$ cat src/swffe_pkg.sv
// Shared types and constants for the sync-word frame field extractor.
// No dependencies; used by the capture unit, the top level and the testbench.
`timescale 1ns / 1ps

package swffe_pkg;

  localparam int unsigned BYTE_W    = 8;
  localparam int unsigned WORD_W    = 32;
  localparam int unsigned NUM_WORDS = 4;
  localparam int unsigned HIST_W    = 24;

  // Header length and the shortest frame that still fills all four words
  localparam logic [7:0] HDR_BYTES = 8'd4;
  localparam logic [7:0] MIN_FRAME = 8'd20;
  localparam logic [7:0] MAX_OFF   = 8'd255;
  localparam logic [1:0] HIST_FULL = 2'd3;

  // Configuration register indexes
  typedef enum logic [0:0] {
    REG_SYNC_PATTERN = 1'b0,
    REG_FRAME_LENGTH = 1'b1
  } cfg_reg_t;

  // Control handed to the word capture unit
  typedef struct packed {
    logic       wr_en;
    logic [7:0] offset;
  } cap_ctl_t;

  typedef logic [NUM_WORDS-1:0][WORD_W-1:0] words_t;

endpackage

$ cat src/swffe_word_capture.sv
// Word capture unit: assembles frame bytes 4..19 into four little-endian words.
// Depends on swffe_pkg.
`timescale 1ns / 1ps

module swffe_word_capture (
  input  logic                clk,
  input  logic                rst_n,
  input  swffe_pkg::cap_ctl_t ctl,
  input  logic [7:0]          rx_byte,
  output swffe_pkg::words_t   words_nxt
);

  swffe_pkg::words_t words_r;
  logic [7:0]        rel_off;
  logic [1:0]        word_sel;
  logic [1:0]        byte_sel;

  assign rel_off  = ctl.offset - swffe_pkg::HDR_BYTES;
  assign word_sel = rel_off[3:2];
  assign byte_sel = ctl.offset[1:0];

  // Merged view: the byte being written this cycle is already in place
  always_comb begin
    words_nxt = words_r;
    if (ctl.wr_en) begin
      words_nxt[word_sel][byte_sel*8 +: 8] = rx_byte;
    end
  end

  always_ff @(posedge clk) begin
    if (!rst_n) begin
      words_r <= '0;
    end else begin
      words_r <= words_nxt;
    end
  end

endmodule

$ cat src/sync_word_frame_field_extractor.sv
// Top level of the sync-word frame field extractor.
// Depends on swffe_pkg and swffe_word_capture.
`timescale 1ns / 1ps

// Received bytes arrive one per in_ transfer. While hunting, the block holds
// the last three bytes and compares them, with the new byte, against the
// sync pattern (first received byte in bits 31..24); a match needs three real
// history bytes, so cleared history after reset or after a frame never counts.
// After a match the frame is collected: bytes 4..19 form four little-endian
// words, further bytes up to frame_length (values below 20 act as 20) are
// skipped, and the last byte yields one record on out_, in the next cycle. A
// frame_length written mid-frame below the current offset ends the frame at
// offset 255. Sync bytes inside a frame are payload. Rate: one byte per cycle;
// the single output register is the only limit, so in_tready drops only when
// the frame's last byte is due while an earlier record still waits.
module sync_word_frame_field_extractor (
  input  logic         clk,
  input  logic         rst_n,
  // input stream
  input  logic         in_tvalid,
  output logic         in_tready,
  input  logic [7:0]   in_tdata,   // [7:0] rx_byte
  // result stream
  output logic         out_tvalid,
  input  logic         out_tready,
  output logic [127:0] out_tdata,  // [31:0] frame_counter, [63:32] rate_x,
                                   // [95:64] rate_y, [127:96] rate_z
  // configuration
  input  logic         cfg_we,
  input  logic [0:0]   cfg_addr,
  input  logic [31:0]  cfg_wdata
);

  // configuration registers
  logic [31:0] sync_pattern_r;
  logic [7:0]  frame_length_r;

  // hunt and frame state
  logic [23:0] recent_r, recent_nxt;
  logic        in_frame_r, in_frame_nxt;
  logic [7:0]  offset_r, offset_nxt;

  // output register
  logic         out_valid_r, out_valid_nxt;
  logic [127:0] out_data_r, out_data_nxt;

  logic                in_xfer;
  logic                at_end;
  logic                emit;
  logic [7:0]          last_off;
  logic [31:0]         window;
  logic                sync_hit;
  swffe_pkg::cap_ctl_t cap_ctl;
  swffe_pkg::words_t   words_nxt;

  // last byte offset of the frame, short lengths clamped to the minimum
  assign last_off = ((frame_length_r < swffe_pkg::MIN_FRAME) ?
                     swffe_pkg::MIN_FRAME : frame_length_r) - 8'd1;

  // end of frame depends only on state, never on the incoming byte
  assign at_end   = in_frame_r && (offset_r == last_off || offset_r == swffe_pkg::MAX_OFF);
  assign in_tready = !at_end || !out_valid_r || out_tready;
  assign in_xfer  = in_tvalid && in_tready;
  assign emit     = in_xfer && at_end;

  assign window   = {recent_r, in_tdata};
  assign sync_hit = (offset_r >= {6'd0, swffe_pkg::HIST_FULL}) && (window == sync_pattern_r);

  // write a payload byte while collecting offsets 4..19
  assign cap_ctl.wr_en  = in_xfer && in_frame_r &&
                          offset_r >= swffe_pkg::HDR_BYTES && offset_r < swffe_pkg::MIN_FRAME;
  assign cap_ctl.offset = offset_r;

  swffe_word_capture u_capture (
    .clk       (clk),
    .rst_n     (rst_n),
    .ctl       (cap_ctl),
    .rx_byte   (in_tdata),
    .words_nxt (words_nxt)
  );

  always_comb begin
    recent_nxt   = recent_r;
    in_frame_nxt = in_frame_r;
    offset_nxt   = offset_r;
    if (in_xfer) begin
      if (!in_frame_r) begin
        if (sync_hit) begin
          // header found: drop history, continue after the four header bytes
          in_frame_nxt = 1'b1;
          offset_nxt   = swffe_pkg::HDR_BYTES;
          recent_nxt   = '0;
        end else begin
          recent_nxt = window[23:0];
          if (offset_r < {6'd0, swffe_pkg::HIST_FULL}) begin
            offset_nxt = offset_r + 8'd1;
          end
        end
      end else if (at_end) begin
        // frame done: back to hunting with cleared history
        in_frame_nxt = 1'b0;
        offset_nxt   = '0;
        recent_nxt   = '0;
      end else begin
        offset_nxt = offset_r + 8'd1;
      end
    end
  end

  // hold a record until its transfer, load a new one on the frame's last byte
  always_comb begin
    out_valid_nxt = out_valid_r;
    out_data_nxt  = out_data_r;
    if (emit) begin
      out_valid_nxt = 1'b1;
      out_data_nxt  = words_nxt;
    end else if (out_tready) begin
      out_valid_nxt = 1'b0;
    end
  end

  always_ff @(posedge clk) begin
    if (!rst_n) begin
      sync_pattern_r <= '0;
      frame_length_r <= swffe_pkg::MIN_FRAME;
      recent_r       <= '0;
      in_frame_r     <= 1'b0;
      offset_r       <= '0;
      out_valid_r    <= 1'b0;
    end else begin
      if (cfg_we) begin
        unique case (swffe_pkg::cfg_reg_t'(cfg_addr))
          swffe_pkg::REG_SYNC_PATTERN: sync_pattern_r <= cfg_wdata;
          swffe_pkg::REG_FRAME_LENGTH: frame_length_r <= cfg_wdata[7:0];
          default: ;
        endcase
      end
      recent_r    <= recent_nxt;
      in_frame_r  <= in_frame_nxt;
      offset_r    <= offset_nxt;
      out_valid_r <= out_valid_nxt;
    end
  end

  always_ff @(posedge clk) begin
    out_data_r <= out_data_nxt;
  end

  assign out_tvalid = out_valid_r;
  assign out_tdata  = out_data_r;

endmodule

$ cat config.mk
export PLATFORM = sky130hd
export DESIGN_NAME = sync_word_frame_field_extractor
export DESIGN_NICKNAME = d
export VERILOG_FILES = /design/src/swffe_pkg.sv /design/src/swffe_word_capture.sv /design/src/sync_word_frame_field_extractor.sv
export SDC_FILE = /design/constraint.sdc
export NUM_CORES = 1
export LEC_CHECK = 0
export CAP_MARGIN = 15
export CORE_UTILIZATION = 45
export CTS_BUF_LIST = sky130_fd_sc_hd__clkbuf_16
export DETAILED_ROUTE_END_ITERATION = 6
export DONT_BUFFER_PORTS = 1
export GPL_ROUTABILITY_DRIVEN = 0
export PLACE_DENSITY = 0.59
export SLEW_MARGIN = 20
export SYNTH_ARGS = -nofsm -noshare
export SYNTH_HDL_FRONTEND = slang
export SYNTH_SLANG_ARGS = --single-unit
export TNS_END_PERCENT = 20
$ cat constraint.sdc
create_clock -name clk -period 8.97 [get_ports clk]
set_input_delay 0.4485 -clock clk [delete_from_list [all_inputs] [get_ports clk]]
set_output_delay 0.4485 -clock clk [all_outputs]
set_load 0.005 [all_outputs]
-- After elaboration in Yosys (flattened, before gate mapping)
Cells that the tools add are included.
- output and inout port bits: 130
- memory bits (read-only): 0
- bits in writable memories: 0
- memories: 0
- bits in latches: 0
- register bits: 330
- shift operators: 2
- $add $sub $neg: 4
- multipliers: 0
- mux-type cells: 17
- reductions and logical operators: 19
- divide/modulo/power cells: 0
- equal/unequal tests: 4
- bitwise gates (word level): 1
- magnitude comparators: 7
- operators by type and width (kind ; number):
    bitwise mux 128 bit ; 1
    two-way mux 128 bit ; 1
    two-way mux 24 bit ; 3
    demux 32 bit (select 2 bit) ; 1
    two-way mux 8 bit ; 5
    negator 5 -> 34 bit ; 1
    variable shift 8 x 34 -> 32 bit (first input constant) ; 1
    indexed part select 8 x 34 -> 32 bit ; 1
    == test 32 bit ; 1
    two-way mux 32 bit ; 1
    less-than comparator 8 x 5 -> 1 bit (second input constant) ; 2
    adder 8 x 1 -> 8 bit (second input constant) ; 1
    == test 8 bit ; 1
    == test 8 bit (second input constant) ; 1
    greater-or-equal comparator 8 x 2 -> 1 bit (second input constant) ; 1
    greater-or-equal comparator 8 x 3 -> 1 bit (second input constant) ; 1
    logical AND 1 bit ; 8
    less-than comparator 8 x 2 -> 1 bit (second input constant) ; 1
    AND reduction 2 bit ; 4
    subtractor 8 x 1 -> 8 bit (second input constant) ; 1
    two-way mux 1 bit ; 5
    subtractor 4 x 3 -> 4 bit (second input constant) ; 1
    logical OR 1 bit ; 3
    less-than comparator 2 x 3 -> 1 bit (second input constant) ; 1
    other kinds (6) ; 7

-- Depth between registers and ports, before layout
- depth after elaboration: 14
- gate-level depth with buffers: 13

-- By module
A second synthesis with hierarchy kept.
- cell total of the unflattened synthesis: 1253
- area, all modules: 13226.4 µm²
- modules (own cells, without submodules) (module ; area an instance (µm²) ; seq. area each (µm²) ; instances ; cells an instance):
    sync_word_frame_field_extractor ; 7578.5 ; 5325.1 ; 1 ; 589
    swffe_word_capture ; 5647.9 ; 2562.5 ; 1 ; 664

-- Worst setup path after synthesis
Ideal clock, no wire load.
- kind: reg-to-reg
- start point: register frame_length_r[5]
- end point: register out_data_r[0] (netlist: out_tdata[0]) (enable)
- data arrival time: 7.898 ns
- setup time: 0.617 ns
- setup slack: 0.455 ns
- period minus slack after synthesis: 8.515 ns
- data required time: 8.353 ns
- cell stages (with the launch flop): 12
- buffers on the path: 0
- cell sequence: dfxtp_1 > nor3_1 > nand2_1 > nand2_1 > ha_1 > nor3b_1 > xor2_1 > or3_1 > a211oi_2 > a21o_1 > nand3_1 > nor2_1
- longest elaborated chain between the ends: 11
- RTL lines (item ; line ; text):
    start, declared ; sync_word_frame_field_extractor.sv:36 ; logic [7:0] frame_length_r;
    start signal, assigned ; sync_word_frame_field_extractor.sv:125 ; frame_length_r <= swffe_pkg::MIN_FRAME;
    start signal, assigned ; sync_word_frame_field_extractor.sv:134 ; swffe_pkg::REG_FRAME_LENGTH: frame_length_r <= cfg_wdata[7:0];
    less-than comparator 8 x 5 -> 1 bit ; sync_word_frame_field_extractor.sv:57 ; assign last_off = ((frame_length_r < swffe_pkg::MIN_FRAME) ?
    two-way mux 8 bit (*) ; sync_word_frame_field_extractor.sv:57 ;
    subtractor 8 x 1 -> 8 bit (*) ; sync_word_frame_field_extractor.sv:58 ; swffe_pkg::MIN_FRAME : frame_length_r) - 8'd1;
    == test 8 bit (*) ; sync_word_frame_field_extractor.sv:61 ; assign at_end = in_frame_r && (offset_r == last_off || offset_r == swffe_pkg::MAX_OFF);
    logical OR 1 bit (*) ; sync_word_frame_field_extractor.sv:61 ;
    logical AND 1 bit (*) ; sync_word_frame_field_extractor.sv:61 ;
    zero test 1 bit ; sync_word_frame_field_extractor.sv:62 ; assign in_tready = !at_end || !out_valid_r || out_tready;
    logical OR 1 bit (2 in series) ; sync_word_frame_field_extractor.sv:62 ;
    logical AND 1 bit ; sync_word_frame_field_extractor.sv:63 ; assign in_xfer = in_tvalid && in_tready;
    logical AND 1 bit (*) ; sync_word_frame_field_extractor.sv:64 ; assign emit = in_xfer && at_end;
    named net emit ; sync_word_frame_field_extractor.sv:49 ; logic emit;
    end signal, assigned ; sync_word_frame_field_extractor.sv:146 ; out_data_r <= out_data_nxt;
    end, declared ; sync_word_frame_field_extractor.sv:45 ; logic [127:0] out_data_r, out_data_nxt;
The timed path passes the listed nets; every way through them passes the cells marked *.
A chain may end at the register's enable or synchronous reset.

-- Final worst setup path
- start point: register frame_length_r[5]
- end point: register out_data_r[116] (netlist: out_tdata[116]) (enable)
The elaborated chain is that of the path after synthesis.

==> metrics.txt <==
status=finished clean; post-route clock period utilization=approximately 48%; Distinct cells, synth=65; sequential fraction of the synthesis area=between 50% and 60%; WS Path Type=register to register; Antenna diodes=0; Layout Area Growth over Synthesis=10.1%; # fillers=around 2700; final wirelength=about 33 mm; max-cap violations=0; Pre-antenna DRT Iters=5; Hold Vio Cnt, Final=0; Hold/Removal Path Class=input pin to register; die area=30700 um2; RSZ-0062 raised after global routing=false; Critical Path AT=4400 ps; core area=29600 um2; Lkg Pwr=5.19 nW; cts bufs inserted=36; Commonest cells post-synth=284 x nand2_1, 202 x dfxtp_1, 134 x a21oi_1, 128 x edfxtp_1, 100 x and2_1; slew margin rel.=between 20 and 30%; grt ovf=0; post-synthesis compound-gate area fraction=16.1%; crit-path max FO=76; Sequential cell area=7890 um2; via count=between 9000 and 10000; DRC=0; clock skew=~13 ps; simple-gate portion of the synthesized area=between 10% and 20%; top-count cell post-synth=nand2_1; yosys warns=0; cell taking the most area after synthesis=dfxtp_1; largest cells by area after synthesis=dfxtp_1 30%, edfxtp_1 28%, nand2_1 7.9%, a21oi_1 5.0%, and2_1 4.6%; vias in the first global route=between 8000 and 9000; Critical Path RT=9090 ps; layout cell share with drive strength beyond 1=6.52%; clock slew at reported path FFs=60 ps; Final HPWL DP=between 20 and 25 mm; syn nets=~1400; Buffers on Ports=0; # clock sinks=330; fmax=roughly 230 MHz; num rows=63; Post-Syn Area=between 10000 and 15000 um2; CTS H-tree lvls=2; first-pass GRT wire length=51.4 mm; largest family of logic cells by synthesized area=simple AND/OR/NAND/NOR gates; Worst Tran Pin Value=around 1100 ps; setup total negative slack=0 ps; initial core utilization=a little under half; Worst-Skew Late Latency=slightly above 500 ps; hold slack=roughly 30 ps; PD cells=around 210 nW/um2; Multi-input gate area=~5200 um2; #FFs+latches synth=330; crit end category=register; post-layout minimum cycle time=around 4300 ps; VDD IR-drop max=around 0.16 mV; Die Ht=175 um; number of DRC markers in iteration 0=700; Max clock buf depth=3; post-synthesis mux area share=0%; Root Buffer=clkbuf_16; EDFF count, synth=128; startpoint types=register; die extent in x=175 um; nets@finish=1362; Main synth FF type=dfxtp_1; Avg Vias per Cell=around 5.6; setup bufs post-CTS=0; initial antenna violation count=0; Synth Area in Adders=0.649%; wire per inst=between 15 and 20 um; I/O pin cnt=~180; Yosys top cell area share=approximately 30%; Syn Inst Count=roughly 1400; xor and xnor fraction of the mapped netlist area=2.53%; gr usage total=a little over a fifth; async set or reset register ratio after synthesis=0%; syn avg cell area=approximately 10 um2; hold buffers post-CTS=0; CTS tree=done; Setup-failing EPs final=0; post-cts resize count=0; post-route ant nets=0; largest net degree at the start of global routing=95; final slew viol count=0
[worst paths after layout]
check	start	end	slack [ps]	depth (start not counted)
setup / recovery	frame_length_r[5]	out_tdata[116]	4690	12
hold / removal	rst_n	frame_length_r[4]	30	1
setup reg to reg	frame_length_r[5]	out_tdata[116]	4690	12
hold reg to reg	sync_pattern_r[11]	sync_pattern_r[11]	470	2
[state kept, by name, summed over array words and instances, names as in the netlist]
| register | cells |
|---|---|
| out_tvalid | 1 |
| frame_length_r | 8 |
| recent_r | 24 |
| out_tdata | 128 |
| offset_r | 8 |
| in_frame_r | 1 |
| u_capture.words_r | 128 |
| sync_pattern_r | 32 |
[where the power goes]
| part | total [mW] | switching (mW) | internal (mW) |
|---|---|---|---|
| Sequential | 1.58 | 0.0166 | 1.56 |
| Clock | 1.42 | 0.584 | 0.835 |
| Combinational | 0.136 | 0.0933 | 0.0428 |
[routing by layer]
layer / up-vias / global-route usage (%) / wire [um]
li1: 4774 / - / -
met1: 4645 / 28.6 / 14700
met2: 264 / 35.3 / 16100
met3: 43 / 4.46 / 1950
met4: 0 / 5.94 / 566
met5: - / 0 / 0
[cell type report]
| type | instances | area share [%] |
|---|---|---|
| tap | 390 | 3.29 |
| clock inverter | 27 | 1.39 |
| sequential | 330 | 53.1 |
| timing repair buffer | 10 | 0.506 |
| inverter | 12 | 0.312 |
| clock buffer | 37 | 6.23 |
| multi-input combinational | 919 | 35.2 |
[worst max-delay path, cell delays in order (launching register included)]
cell	delay (ps)
dfxtp_1	360
nor3_1	470
nand2_1	200
nand2_1	120
ha_1	200
nor3b_1	230
xor2_1	100
or3_1	370
a211oi_2	460
a21o_1	320
nand3_1	170
nor2_4	130
buf_4	750
[per-stage QoR]
| stage | worst slack, ps | power (mW) | cells | cell area, um2 | util, % |
|---|---|---|---|---|---|
| final | 4690 | 3.13 | 1725 | 14900 | 50.2 |
| after global routing | 4250 | 3.24 | 1725 | 14900 | 50.2 |
| after CTS | 4660 | 3.16 | 1725 | 14800 | 50.2 |
| after detailed placement | 4690 | 1.74 | 1661 | 13700 | 46.4 |
| after global placement | 4750 | 1.74 | 1661 | 13700 | 46.4 |
| after floorplan | 455 | 1.71 | 1354 | 13500 | - |
[kinds of logic (layout without fill, tap and decap cells)]
| group | after synthesis | count (layout) |
|---|---|---|
| flip-flops | 330 | 330 |
| AND/OR/NAND/NOR | 535 | 535 |
| XOR/XNOR | 39 | 39 |
| adder cells (fa/ha/maj) | 7 | 7 |
| AO/OA/AOI/OAI | 338 | 338 |
| buffers and inverters | 105 | 86 |
[cells in the final DEF, fill, tap and decap left out, types with 7 or more instances in the layout]
master       n
clkinv_1     8
o211ai_1    17
a21oi_1    134
xnor2_1     33
edfxtp_1   128
nor4_1       7
o21ai_1     11
nand4_1     12
o21ai_0     87
buf_4       10
and3_1       7
clkbuf_16   37
nand3_1     81
dfxtp_1    202
o2111ai_1   49
inv_1       17
nand2_1    284
and2_1     100
ha_1         7
nor3_1       8
Note: power is estimated with default switching activity, not from simulation.
